## src/design/ae_hit_detector_macros.svh

```systemverilog
// Assertion macros for the acoustic-emission hit detector.
// Included by the top level; expects clk and rst_n in scope at each use.
`ifndef AE_HIT_DETECTOR_MACROS_SVH
`define AE_HIT_DETECTOR_MACROS_SVH

// Same-cycle implication, checked out of reset
`define AE_ASSERT_NOW(label, ante, cons, msg) \
  label: assert property (@(posedge clk) disable iff (!rst_n) (ante) |-> (cons)) \
    else $error(msg);

// Next-cycle implication, checked out of reset
`define AE_ASSERT_NEXT(label, ante, cons, msg) \
  label: assert property (@(posedge clk) disable iff (!rst_n) (ante) |=> (cons)) \
    else $error(msg);

`endif

```

## src/design/ae_hd_pkg.sv

```systemverilog
`timescale 1ns / 1ps
// Shared types and constants for the acoustic-emission hit detector.
// No dependencies; used by ae_hd_front, ae_hd_track and ae_hit_detector.
package ae_hd_pkg;

  // Sample index and mark width; all ones means minus one
  localparam int IDX_W = 25;
  localparam int TIME_W = 24;
  localparam int THR_W = 15;
  localparam int SAMPLE_W = 16;
  localparam int MAG_W = 16;

  // Result field widths
  localparam int PRE_CNT_W = 11;
  localparam int BODY_CNT_W = 13;
  localparam int POST_CNT_W = 11;

  // Configuration register indexes
  localparam logic [2:0] REG_THR = 3'd0;
  localparam logic [2:0] REG_PDT = 3'd1;
  localparam logic [2:0] REG_HDT = 3'd2;
  localparam logic [2:0] REG_HLT = 3'd3;
  localparam logic [2:0] REG_MDT = 3'd4;

  typedef enum logic [1:0] {
    ROLE_PRE  = 2'd0,
    ROLE_BODY = 2'd1,
    ROLE_POST = 2'd2,
    ROLE_DROP = 2'd3
  } role_t;

  typedef enum logic [1:0] {
    SEND_NONE  = 2'd0,
    SEND_POST  = 2'd1,
    SEND_TRUNC = 2'd2
  } send_t;

  typedef struct packed {
    logic [THR_W-1:0]  thr;
    logic [TIME_W-1:0] pdt;
    logic [TIME_W-1:0] hdt;
    logic [TIME_W-1:0] hlt;
    logic [TIME_W-1:0] mdt;
  } cfg_t;

  // Input stage contents handed to the hit tracker
  typedef struct packed {
    logic             valid;
    logic             active;
    logic [MAG_W-1:0] mag;
  } stage_t;

  typedef struct packed {
    role_t                 role;
    logic                  hit_start;
    send_t                 send_kind;
    logic [PRE_CNT_W-1:0]  pre_count;
    logic [BODY_CNT_W-1:0] body_count;
    logic [POST_CNT_W-1:0] post_count;
    logic [MAG_W-1:0]      peak_level;
  } result_t;

endpackage

```

## src/design/ae_hd_front.sv

```systemverilog
`timescale 1ns / 1ps
// Input register stage: takes a sample transaction, registers its magnitude
// and the threshold compare. Depends on ae_hd_pkg.
module ae_hd_front (
  input  logic                           clk,
  input  logic                           rst_n,
  input  logic                           in_tvalid,
  output logic                           in_tready,
  input  logic [ae_hd_pkg::SAMPLE_W-1:0] sample,
  input  logic [ae_hd_pkg::THR_W-1:0]    thr,
  input  logic                           take,
  output ae_hd_pkg::stage_t              stage
);

  logic                        valid_r;
  logic                        active_r;
  logic [ae_hd_pkg::MAG_W-1:0] mag_r;
  logic [ae_hd_pkg::MAG_W-1:0] mag_nxt;
  logic [ae_hd_pkg::THR_W-1:0] thr_eff;

  // Accept whenever the stage is empty or drains this cycle
  assign in_tready = !valid_r || take;

  // Two's complement magnitude; the most negative sample maps to 32768
  assign mag_nxt = sample[ae_hd_pkg::SAMPLE_W-1] ? (~sample + 1'b1) : sample;
  // A zero threshold behaves as one
  assign thr_eff = (thr == '0) ? ae_hd_pkg::THR_W'(1) : thr;

  always_ff @(posedge clk) begin
    if (!rst_n) begin
      valid_r <= 1'b0;
    end else if (in_tready) begin
      valid_r <= in_tvalid;
    end
  end

  // Hold the payload of the accepted transaction
  always_ff @(posedge clk) begin
    if (in_tready && in_tvalid) begin
      mag_r    <= mag_nxt;
      active_r <= (mag_nxt >= {1'b0, thr_eff});
    end
  end

  assign stage.valid  = valid_r;
  assign stage.active = active_r;
  assign stage.mag    = mag_r;

endmodule

```

## src/design/ae_hd_track.sv

```systemverilog
`timescale 1ns / 1ps
// Hit state: peak, quiet, lockout and duration marks, pre/body/post counts,
// and the per-sample decision that builds one result. Depends on ae_hd_pkg.
module ae_hd_track #(
  parameter int PRE_DEPTH  = 1024,
  parameter int BODY_DEPTH = 4096,
  parameter int POST_DEPTH = 1024
) (
  input  logic                 clk,
  input  logic                 rst_n,
  input  ae_hd_pkg::cfg_t      cfg,
  input  ae_hd_pkg::stage_t    stage,
  input  logic                 step,
  output ae_hd_pkg::result_t   res
);

  localparam int IW     = ae_hd_pkg::IDX_W;
  localparam int PRE_W  = $clog2(PRE_DEPTH + 1);
  localparam int BODY_W = $clog2(BODY_DEPTH + 1);
  localparam int POST_W = $clog2(POST_DEPTH + 1);
  localparam logic [IW-1:0]     IDX_ALL  = '1;
  localparam logic [PRE_W-1:0]  PRE_MAX  = PRE_W'(PRE_DEPTH);
  localparam logic [BODY_W-1:0] BODY_MAX = BODY_W'(BODY_DEPTH);
  localparam logic [POST_W-1:0] POST_MAX = POST_W'(POST_DEPTH);

  logic [IW-1:0]                idx_r, idx_nxt;
  logic [ae_hd_pkg::MAG_W-1:0]  peak_r, peak_nxt;
  logic [IW-1:0]                pk_mark_r, pk_mark_nxt;
  logic [IW-1:0]                q_mark_r, q_mark_nxt;
  logic [IW-1:0]                lo_mark_r, lo_mark_nxt;
  logic                         pk_ok_r, pk_ok_nxt;
  logic                         q_ok_r, q_ok_nxt;
  logic                         lo_ok_r, lo_ok_nxt;
  logic                         smv_r, smv_nxt;
  logic                         sent_r, sent_nxt;
  logic [PRE_W-1:0]             hist_r, hist_nxt;
  logic [BODY_W-1:0]            bf_r, bf_nxt;
  logic [POST_W-1:0]            pf_r, pf_nxt;

  ae_hd_pkg::role_t             role_v;
  ae_hd_pkg::send_t             kind_v;
  logic                         start_v;
  logic [PRE_W-1:0]             pre_v;
  logic [BODY_W-1:0]            body_v;
  logic [POST_W-1:0]            post_v;

  always_comb begin
    logic          fin;
    logic          rearm;
    logic [IW-1:0] d_pk;
    logic [IW-1:0] d_q;
    logic [IW-1:0] d_lo;

    idx_nxt     = idx_r;
    peak_nxt    = peak_r;
    pk_mark_nxt = pk_mark_r;
    q_mark_nxt  = q_mark_r;
    lo_mark_nxt = lo_mark_r;
    pk_ok_nxt   = pk_ok_r;
    q_ok_nxt    = q_ok_r;
    lo_ok_nxt   = lo_ok_r;
    smv_nxt     = smv_r;
    sent_nxt    = sent_r;
    hist_nxt    = hist_r;
    bf_nxt      = bf_r;
    pf_nxt      = pf_r;
    role_v      = ae_hd_pkg::ROLE_DROP;
    kind_v      = ae_hd_pkg::SEND_NONE;
    start_v     = 1'b0;
    pre_v       = '0;
    body_v      = '0;
    post_v      = '0;
    fin         = 1'b0;
    rearm       = 1'b0;
    d_pk        = '0;
    d_q         = '0;
    d_lo        = '0;

    // Advance the sample index while a hit is open, saturating
    if (peak_nxt != '0 && idx_nxt != IDX_ALL) begin
      idx_nxt = idx_nxt + 1'b1;
    end

    // Start a hit and track its peak, or open a quiet run
    if (stage.active) begin
      if (peak_nxt == '0) begin
        idx_nxt = '0;
        smv_nxt = 1'b1;
        start_v = 1'b1;
        pre_v   = hist_nxt;
      end
      if (stage.mag > peak_nxt) begin
        peak_nxt    = stage.mag;
        pk_mark_nxt = idx_nxt;
        pk_ok_nxt   = 1'b1;
        q_ok_nxt    = 1'b0;
      end
    end else if (!q_ok_nxt) begin
      q_mark_nxt = idx_nxt;
      q_ok_nxt   = 1'b1;
    end

    if (pk_ok_nxt) begin
      d_pk = idx_nxt - pk_mark_nxt;
      if (d_pk >= {1'b0, cfg.pdt}) begin
        d_q = idx_nxt - q_mark_nxt;
        if (!q_ok_nxt) begin
          q_mark_nxt = idx_nxt;
          q_ok_nxt   = 1'b1;
        end else if (d_q >= {1'b0, cfg.hdt}) begin
          // Hit has ended: lockout, then post collection or send
          fin  = 1'b1;
          d_lo = idx_nxt - lo_mark_nxt;
          if (!lo_ok_nxt) begin
            lo_mark_nxt = idx_nxt;
            lo_ok_nxt   = 1'b1;
          end else if (d_lo >= {1'b0, cfg.hlt}) begin
            rearm = 1'b1;
          end
          if (!rearm && !sent_nxt) begin
            if (pf_nxt >= POST_MAX) begin
              if ((hist_nxt | PRE_W'(0)) != '0 || bf_nxt != '0 || pf_nxt != '0) begin
                kind_v   = ae_hd_pkg::SEND_POST;
                pre_v    = hist_nxt;
                body_v   = bf_nxt;
                post_v   = pf_nxt;
                sent_nxt = 1'b1;
                hist_nxt = '0;
                bf_nxt   = '0;
                pf_nxt   = '0;
              end
            end else begin
              pf_nxt = pf_nxt + 1'b1;
              role_v = ae_hd_pkg::ROLE_POST;
            end
          end
        end else if (stage.active) begin
          q_ok_nxt = 1'b0;
        end

        // Truncate at maximum duration
        if (!fin && smv_nxt && idx_nxt >= {1'b0, cfg.mdt}) begin
          fin  = 1'b1;
          d_lo = idx_nxt - lo_mark_nxt;
          if (!lo_ok_nxt) begin
            lo_mark_nxt = idx_nxt;
            lo_ok_nxt   = 1'b1;
          end else if (d_lo >= {1'b0, cfg.hlt}) begin
            rearm = 1'b1;
          end
          if (!rearm && !sent_nxt && (hist_nxt != '0 || bf_nxt != '0)) begin
            kind_v   = ae_hd_pkg::SEND_TRUNC;
            pre_v    = hist_nxt;
            body_v   = bf_nxt;
            post_v   = '0;
            sent_nxt = 1'b1;
            hist_nxt = '0;
            bf_nxt   = '0;
            pf_nxt   = '0;
          end
        end
      end

      if (!fin && bf_nxt < BODY_MAX) begin
        bf_nxt = bf_nxt + 1'b1;
        role_v = ae_hd_pkg::ROLE_BODY;
      end
    end

    // Rearm: drop all hit state
    if (rearm) begin
      idx_nxt     = IDX_ALL;
      peak_nxt    = '0;
      sent_nxt    = 1'b0;
      pk_mark_nxt = IDX_ALL;
      q_mark_nxt  = IDX_ALL;
      lo_mark_nxt = IDX_ALL;
      pk_ok_nxt   = 1'b0;
      q_ok_nxt    = 1'b0;
      lo_ok_nxt   = 1'b0;
      smv_nxt     = 1'b0;
      hist_nxt    = '0;
      bf_nxt      = '0;
      pf_nxt      = '0;
    end

    // Idle sample becomes pre-trigger history
    if (peak_nxt == '0 && !rearm) begin
      role_v = ae_hd_pkg::ROLE_PRE;
      if (hist_nxt < PRE_MAX) begin
        hist_nxt = hist_nxt + 1'b1;
      end
    end
  end

  // Advance hit state once per sample handed to the result register
  always_ff @(posedge clk) begin
    if (!rst_n) begin
      idx_r     <= IDX_ALL;
      peak_r    <= '0;
      pk_mark_r <= IDX_ALL;
      q_mark_r  <= IDX_ALL;
      lo_mark_r <= IDX_ALL;
      pk_ok_r   <= 1'b0;
      q_ok_r    <= 1'b0;
      lo_ok_r   <= 1'b0;
      smv_r     <= 1'b0;
      sent_r    <= 1'b0;
      hist_r    <= '0;
      bf_r      <= '0;
      pf_r      <= '0;
    end else if (step) begin
      idx_r     <= idx_nxt;
      peak_r    <= peak_nxt;
      pk_mark_r <= pk_mark_nxt;
      q_mark_r  <= q_mark_nxt;
      lo_mark_r <= lo_mark_nxt;
      pk_ok_r   <= pk_ok_nxt;
      q_ok_r    <= q_ok_nxt;
      lo_ok_r   <= lo_ok_nxt;
      smv_r     <= smv_nxt;
      sent_r    <= sent_nxt;
      hist_r    <= hist_nxt;
      bf_r      <= bf_nxt;
      pf_r      <= pf_nxt;
    end
  end

  assign res.role       = role_v;
  assign res.hit_start  = start_v;
  assign res.send_kind  = kind_v;
  assign res.pre_count  = ae_hd_pkg::PRE_CNT_W'(pre_v);
  assign res.body_count = ae_hd_pkg::BODY_CNT_W'(body_v);
  assign res.post_count = ae_hd_pkg::POST_CNT_W'(post_v);
  assign res.peak_level = peak_nxt;

endmodule

```

## src/design/ae_hit_detector.sv

```systemverilog
`timescale 1ns / 1ps
// Acoustic-emission hit detector: stream ports, configuration registers,
// result register and checks. Depends on ae_hd_pkg, ae_hd_front, ae_hd_track.
//
// Usage:
//   in_*  : one signed 16-bit sample per transaction (in_tdata[15:0]).
//   out_* : one result per sample. out_tuser carries role, hit_start and
//           send_kind; out_tdata carries pre/body/post counts and peak level.
//   cfg_* : write-only registers (threshold, peak definition, hit definition,
//           lockout and maximum duration times in samples); write only while
//           no sample is in flight.
// Path: a sample accepted into the input register has its result registered
//   in the result register and presented in out_tdata/out_tuser.
// Throughput: one sample per cycle while out_tready is high; the combinational
//   hit state update between the input and result registers sets this figure.
// Reset: registers return to their defaults, the detector is idle with empty
//   history, and both stages are empty.
// Stall: while out_tready is low the result holds; a sample is still taken
//   only into an empty input register; in_tready drops until the result goes.
module ae_hit_detector #(
  parameter int PRE_DEPTH  = 1024,
  parameter int BODY_DEPTH = 4096,
  parameter int POST_DEPTH = 1024
) (
  input  logic        clk,
  input  logic        rst_n,
  // Input stream
  input  logic        in_tvalid,
  output logic        in_tready,
  input  logic [15:0] in_tdata,   // [15:0] sample
  // Result stream
  output logic        out_tvalid,
  input  logic        out_tready,
  output logic [55:0] out_tdata,  // [10:0] pre_count, [23:11] body_count,
                                  // [34:24] post_count, [50:35] peak_level,
                                  // [55:51] zero
  output logic [4:0]  out_tuser,  // [1:0] role, [2] hit_start, [4:3] send_kind
  // Configuration writes
  input  logic        cfg_wr_en,
  input  logic [2:0]  cfg_index,
  input  logic [23:0] cfg_wdata
);

`include "ae_hit_detector_macros.svh"

  ae_hd_pkg::cfg_t    cfg_r;
  ae_hd_pkg::stage_t  stage;
  ae_hd_pkg::result_t res;
  ae_hd_pkg::result_t res_r;
  logic               out_valid_r;
  logic               out_free;
  logic               step;

  // Configuration register writes
  always_ff @(posedge clk) begin
    if (!rst_n) begin
      cfg_r.thr <= ae_hd_pkg::THR_W'(1000);
      cfg_r.pdt <= ae_hd_pkg::TIME_W'(200);
      cfg_r.hdt <= ae_hd_pkg::TIME_W'(400);
      cfg_r.hlt <= ae_hd_pkg::TIME_W'(1000);
      cfg_r.mdt <= ae_hd_pkg::TIME_W'(4096);
    end else if (cfg_wr_en) begin
      case (cfg_index)
        ae_hd_pkg::REG_THR: cfg_r.thr <= cfg_wdata[ae_hd_pkg::THR_W-1:0];
        ae_hd_pkg::REG_PDT: cfg_r.pdt <= cfg_wdata;
        ae_hd_pkg::REG_HDT: cfg_r.hdt <= cfg_wdata;
        ae_hd_pkg::REG_HLT: cfg_r.hlt <= cfg_wdata;
        ae_hd_pkg::REG_MDT: cfg_r.mdt <= cfg_wdata;
        default: ;
      endcase
    end
  end

  // Result register frees when empty or taken this cycle
  assign out_free = !out_valid_r || out_tready;
  assign step     = stage.valid && out_free;

  ae_hd_front u_front (
    .clk       (clk),
    .rst_n     (rst_n),
    .in_tvalid (in_tvalid),
    .in_tready (in_tready),
    .sample    (in_tdata),
    .thr       (cfg_r.thr),
    .take      (step),
    .stage     (stage)
  );

  ae_hd_track #(
    .PRE_DEPTH  (PRE_DEPTH),
    .BODY_DEPTH (BODY_DEPTH),
    .POST_DEPTH (POST_DEPTH)
  ) u_track (
    .clk   (clk),
    .rst_n (rst_n),
    .cfg   (cfg_r),
    .stage (stage),
    .step  (step),
    .res   (res)
  );

  // Hold the result until the transaction completes
  always_ff @(posedge clk) begin
    if (!rst_n) begin
      out_valid_r <= 1'b0;
    end else if (out_free) begin
      out_valid_r <= stage.valid;
    end
  end

  always_ff @(posedge clk) begin
    if (step) begin
      res_r <= res;
    end
  end

  assign out_tvalid = out_valid_r;
  assign out_tuser  = {res_r.send_kind, res_r.hit_start, res_r.role};
  assign out_tdata  = {5'd0, res_r.peak_level, res_r.post_count,
                       res_r.body_count, res_r.pre_count};

  // Checks
  `AE_ASSERT_NOW(a_trunc_no_post,
    out_valid_r && res_r.send_kind == ae_hd_pkg::SEND_TRUNC,
    res_r.post_count == '0, "truncated send reports post samples")
  `AE_ASSERT_NOW(a_start_has_peak,
    out_valid_r && res_r.hit_start,
    res_r.peak_level != '0, "hit start without a peak level")
  `AE_ASSERT_NOW(a_pre_is_idle,
    out_valid_r && res_r.role == ae_hd_pkg::ROLE_PRE,
    res_r.peak_level == '0 && res_r.send_kind == ae_hd_pkg::SEND_NONE,
    "pre-trigger sample while a hit is open")
  `AE_ASSERT_NEXT(a_step_fills_out, step, out_valid_r,
    "sample left the input stage without reaching the result register")

endmodule
```

## config.mk

```make
export PLATFORM = sky130hd
export DESIGN_NAME = ae_hit_detector
export DESIGN_NICKNAME = d
export VERILOG_FILES = /design/src/design/ae_hd_pkg.sv /design/src/design/ae_hd_front.sv /design/src/design/ae_hd_track.sv /design/src/design/ae_hit_detector.sv
export VERILOG_INCLUDE_DIRS = /design/src /design/src/design
export SDC_FILE = /design/constraint.sdc
export NUM_CORES = 1
export LEC_CHECK = 0
export BUFFER_PORTS_ARGS = -buffer_cell sky130_fd_sc_hd__buf_4
export CAP_MARGIN = 20
export CORE_ASPECT_RATIO = 0.7
export CORE_MARGIN = 3
export CORE_UTILIZATION = 55
export CTS_CLUSTER_SIZE = 28
export DETAILED_ROUTE_END_ITERATION = 8
export HOLD_SLACK_MARGIN = 0.1
export PLACE_DENSITY = 0.81
export SYNTH_ARGS = -nofsm -noshare
export SYNTH_HDL_FRONTEND = slang
export SYNTH_HIERARCHICAL = 1
export SYNTH_SLANG_ARGS = --single-unit
```

## constraint.sdc

```tcl
create_clock -name clk -period 16.63 [get_ports clk]
set_clock_uncertainty 0.1 [all_clocks]
set_input_delay 2.4945 -clock clk [delete_from_list [all_inputs] [get_ports clk]]
set_output_delay 2.4945 -clock clk [all_outputs]
set_load 0.02 [all_outputs]
```

# After elaboration in Yosys (flattened, before gate mapping)
# Cells that the tools add are included.
[totals] mem_bits_ro=0 ramBits=0 reg_bits=342 latchBits=0 memories=0 input_bits=48 wordCells=261 out_inout_bits=63
[op_classes] n_eq_ne=5 order_cmp=10 n_mul=0 muxes=163 n_bitwise=1 addsub=9 n_div=0 reduce_logical=44 n_shift=0
[ops] operator="$mux W25" count=23
[ops] operator="$mux W11" count=42
[ops] operator="$mux W13" count=21
[ops] operator="$ge A25 B24 Y1" count=5
[ops] operator="$sub A25 B25 Y25" count=4
[ops] operator="$mux W16" count=4
[ops] operator="$mux W1" count=60
[ops] operator="$reduce_bool A11 Y1" count=3
[ops] operator="$logic_not A16 Y1" count=2
[ops] operator="$reduce_bool A13 Y1" count=2
[ops] operator="$add A25 B1 Y25 const B" count=1
[ops] operator="$ne A25 B25 Y1 const B" count=1
[ops] operator="$mux W2" count=12
[ops] operator="$add A11 B1 Y11 const B" count=2
[ops] operator="$add A16 B1 Y16 const B" count=1
[ops] operator="$ge A16 B15 Y1" count=1
[ops] operator="$gt A16 B16 Y1" count=1
[ops] operator="$not A16 Y16" count=1
[ops] operator="$reduce_bool A16 Y1" count=1
[ops] operator="$logic_not A15 Y1" count=1
[ops] operator="$mux W15" count=1
[ops] operator="$reduce_and A2 Y1" count=7
[ops] operator="$add A13 B1 Y13 const B" count=1
[ops] operator="$lt A13 B13 Y1 const B" count=1
[ops] operator="other kinds (11)" count=34

# Depth between registers and ports, before layout
[logic_depth] ltp_word=32 ltp_mapped=72 ltp_nobuf=66

# Hierarchy
# The synthesis kept the hierarchy.
[modules_own_cells] mod="ae_hd_track" area_per_inst_um2=17805.8 n_inst=1 seq_area_each_um2=3123.0 cells_each=2483
[modules_own_cells] mod="ae_hit_detector" area_per_inst_um2=5925.7 n_inst=1 seq_area_each_um2=3923.8 cells_each=468
[modules_own_cells] mod="ae_hd_front" area_per_inst_um2=1303.8 n_inst=1 seq_area_each_um2=530.5 cells_each=123

# Worst setup path after synthesis
# OpenSTA, ideal clock, no wires.
[synth_timing] kind="register to register" from="reg u_track.idx_r[0]" to="reg u_track.hist_r[6]" slack_ns=3.967 n_path_buf=5 setup_ns=0.070 stages_incl_launch_ff=64 required_time_ns=16.460 arrival_ns=12.493 synth_period_minus_slack_ns=12.663 cell_sequence="dfxtp_1 ha_1 and4_1 nand4_1 nor2_1 nor2_1 nand3_1 nor2_1 and3_1 xnor2_1 nor2_1 ha_1 nand3_1 nor3b_1 mux2_2 nor4_1 nor2_1 o21ai_0 [... 28 more ...] nand4_1 a21oi_1 o31a_1 o21a_1 o21ai_0 a21oi_1 nor4_2 a21oi_1 buf_2 a22oi_1 buf_2 buf_4 and2_1 ha_1 and3_1 nand3_1 or4_1 a21oi_1"
[synth_between] elab_chain_len=31 elab_cells_between_ends=88 cone_classes="add/sub: 6; order compare: 6; eq/ne: 1; mux: 59; reduce/logical: 16"
[synth_lines] item="start, declared" line_no="ae_hd_track.sv:26" source="logic [IW-1:0] idx_r, idx_nxt;"
[synth_lines] item="start signal, assigned" line_no="ae_hd_track.sv:213" source="idx_r <= idx_nxt;"
[synth_lines] item="parallel branches: the longest is 2 deep, another holds $add A25 B1 Y25"
[synth_lines] item="$mux W25 (*)" line_no="ae_hd_track.sv:80" source="if (peak_nxt != '0 && idx_nxt != IDX_ALL) begin"
[synth_lines] item="parallel branches: the longest is 27 deep, another holds $sub A25 B25 Y25"
[synth_lines] item="$mux W11 (*)" line_no="ae_hd_track.sv:188" source="if (peak_nxt == '0 && !rearm) begin"
[synth_lines] item="end signal, assigned" line_no="ae_hd_track.sv:223" source="hist_r <= hist_nxt;"
[synth_lines] item="end, declared" line_no="ae_hd_track.sv:36" source="logic [PRE_W-1:0] hist_r, hist_nxt;"
# Every way passes the cells marked *. The select of a mux whose other input is x is not followed.
# A chain may end at the register's enable or synchronous reset.

# Final worst setup path
[layout_timing] from="reg u_track/peak_r[1] (netlist bit)" to="reg u_track.hist_r[6]"
[layout_between] elab_chain_len=31 elab_cells_between_ends=97 cone_classes="add/sub: 5; order compare: 7; mux: 67; reduce/logical: 18"
[layout_lines] item="start, declared" line_no="ae_hd_track.sv:27" source="logic [ae_hd_pkg::MAG_W-1:0] peak_r, peak_nxt;"
[layout_lines] item="start signal, assigned" line_no="ae_hd_track.sv:214" source="peak_r <= peak_nxt;"
[layout_lines] item="parallel branches: the longest is 30 deep, another holds $sub A25 B25 Y25"
[layout_lines] item="$mux W11 (*)" line_no="ae_hd_track.sv:188"
# Marked as above.

==> out/qor.txt <==
mean post-synth cell area: 8.144 um2
area share of the leading cell type in the synthesized netlist: 21.51%
x dimension of the die: 261.0 um
post-synthesis cell area: 0.02504 mm2
Site Rows: 64
total setup violations reported at the end of the flow: 0
vias in the first global route: 22630
CP endpoint kind: register
maximum number of pins on one net before global-route repair: 102
critical path class: reg -> reg
headroom to the max-slew limit: 25.13%
leading cell types by total area after synthesis: dfxtp_1 22%, ha_1 12%, edfxtp_1 8.8%
Reg2Reg Setup Slack: 0.98 ns
most frequent cell on the critical path: a21oi_1
FFs w/ async S/R, synth: 0%
share of final-layout standard cells stronger than drive strength 1: 9.161%
WL per Instance: 22.34 um
top flip-flop cell by instance count after synthesis: dfxtp_1
last weighted congestion value of the routability-driven placer: 1.021
Highest Clock Rate: 63.88 MHz
number of top-level pins: 111
area of combinational cells with multiple inputs: 0.01600 mm2
count of distinct cell types in the synthesized netlist: 115
gr usage total: 33.61%
sequential share of the synthesized area: 30.27%
area growth from synthesis to final layout: 9.656%
Tmin final: 15.65 ns
delay of the slowest cell on the worst path: 0.79 ns
Slew Limit Fails: 0
status: finished clean
Hold Path Sink: cfg_r[47]
Final ANT Viol Nets: 0
setup tns final: 0 ns
count of input and output buffers: 105
hold wc startpoint: cfg_r[47]
master cell of the clock root buffer: clkbuf_16
Hold/Removal Path Class: reg -> reg
reg-to-reg endpoint: u_track/hist_r[6]
effective utilization at floorplan: 56.54%
FF-to-FF Start: u_track/peak_r[1]
vias after detailed routing: 23920
total placed instance area: 0.02624 mm2
Seq cells post-synth: 342
initial detailed-routing violation count: 2998
Initial DRT Pass Iterations: 7
clock insertion delay at the later pin of the skew report: 0.56 ns
height of the die: 184.5 um
core utilization of the finished layout: 61.99%
Post-Synthesis Cells: 3074
fin cells: 3727
Max Cap Viol: 0
Tightest Pin Transition: 1.123 ns
Antenna Cells: 0
biggest fanout along the worst timing path: 26
total wirelength of the detailed-routed design: 83270 um
final net count: 3396
area inside the core boundary: 0.04428 mm2
area leader, netlist: dfxtp_1
cts-stage hold buffer count: 0
fraction of the cycle the final worst path needs: 94.13%
area of all sequential standard cells: 0.007577 mm2
per-cell via count in the routed design: 6.419
most used cells in the layout excluding fill and tap cells: 343 x nand2_1, 269 x dfxtp_1, 268 x nor2_1
clock transition at the registers of the reported paths: 0.07 ns
first-pass GRT wire length: 127900 um
leading cell type in the layout, fill and taps excluded: nand2_1
startpoint kind of the worst setup timing path: register
Hold Path Cell Cnt: 2
overflow left after global routing: 0
number of cells in the design after placement: 3662
number of cell instances on the worst register-to-register path: 57
RSZ-0062 raised after global routing: no
Worst EP arrival: 16.04 ns
clock sink count: 342
antenna violations before repair: 0
Worst Path Required: 17.01 ns
level count of the clock H-tree: 2
number of buffers inserted during clock tree synthesis: 37
Non-Filler Cell Area, Final: 0.02745 mm2
CTS Buffer Depth: 3
CTS tree: yes
full die area: 0.04816 mm2
yosys warns: 6
number of DRC violations after detailed routing: 0
number of enable flip-flop cells after synthesis: 73
library cell contributing the largest single delay on the critical path: nor4_1
Fill cells: 3797
total count of hold-check failures in the final report: 0
estimated wirelength of the detail-placed design: 62820 um
## layer usage
metal	part of all wire [%]	GRT usage (%)
met5	0	0
met4	4.1	13.67
met3	9.9	6.551
met2	42	49.62
met1	44	48.10
## per-stage QoR
| stage | setup slack, ns | hold WS [ns] |
|---|---|---|
| 6_report | 0.9757 | 0.3581 |
| 5_1_grt | 0.06811 | 0.3758 |
| 4_1_cts | 1.253 | 0.3606 |
| 3_5_place_dp | 1.289 | 0.3499 |
| 3_3_place_gp | 1.732 | 0.3427 |
| 2_1_floorplan | 3.967 | 0.3347 |
## worst max path at each step
| stage | from | to |
|---|---|---|
| finish | u_track/peak_r[1] | u_track/hist_r[6] |
| global route | u_track/peak_r[1] | u_track/hist_r[6] |
| CTS | u_track/peak_r[1] | u_track/hist_r[6] |
| detailed placement | u_track/peak_r[1] | u_track/hist_r[6] |
| global placement | u_track/peak_r[1] | u_track/hist_r[6] |
| floorplan | u_track/idx_r[0] | u_track/hist_r[6] |
## cells in the mapped netlist, types with 36 or more instances
master	n
and2_1	40
mux2i_1	133
and3_1	45
a211oi_1	41
a21o_1	55
nand3_1	62
nand4_1	62
inv_1	207
xor2_1	38
nor2b_1	49
nor3_1	60
dfxtp_1	269
clkbuf_1	109
o22ai_1	65
xnor2_1	89
nor2_1	269
nand2_1	343
o21ai_0	135
a21oi_1	212
edfxtp_1	73
a31oi_1	36
ha_1	237
## area by class of cell
class | instances | area share (%)
multi-input cells | 2364 | 58.28
flip-flops and latches | 342 | 27.60
repair buffers | 149 | 4.088
clock buffers | 44 | 3.578
inverters | 213 | 2.931
well taps | 594 | 2.707
clock inverters | 21 | 0.8158
## kinds of logic after synthesis
family	count (synthesis)	synth area share (%)
and+or+nand+nor	1080	21.01
AOI/OAI and AO/OA	768	20.23
buffers and inverters	372	6.087
DFF	342	30.27
adders and majority gates	243	12.24
muxes	140	5.647
xor gates and xnor gates	128	4.508
other	1	0.01498
## sequential cells by signal, indices dropped and copies added (netlist names), 5 cells and up
name               count
u_track/pk_mark_r     25
cfg_r                111
u_track/idx_r         25
u_front/mag_r         16
u_track/bf_r          13
u_track/pf_r          11
u_track/lo_mark_r     25
out_tuser              5
u_track/peak_r        16
out_tdata             51
u_track/q_mark_r      25
u_track/hist_r        11
## worst max-delay path: cells and delay by family (launching register included)
family / cells / cell delay [ns]
adders and majority gates: 5 / 1.49
AOI/OAI and AO/OA: 23 / 5.60
xor gates and xnor gates: 2 / 0.35
buffers and inverters: 4 / 1.38
muxes: 1 / 0.29
and+or+nand+nor: 22 / 6.00
DFF: 1 / 0.33
## timing repair
| item | CTS | global route |
|---|---|---|
| endpoints found under the setup margin | 0 | 3 |
| buffers inserted | 0 | 0 |
| resized for setup | 0 | 1 |
Power is left out: the tool's default activity adds up to more than one toggle a clock period on the data nets, which glitch-free logic cannot reach.
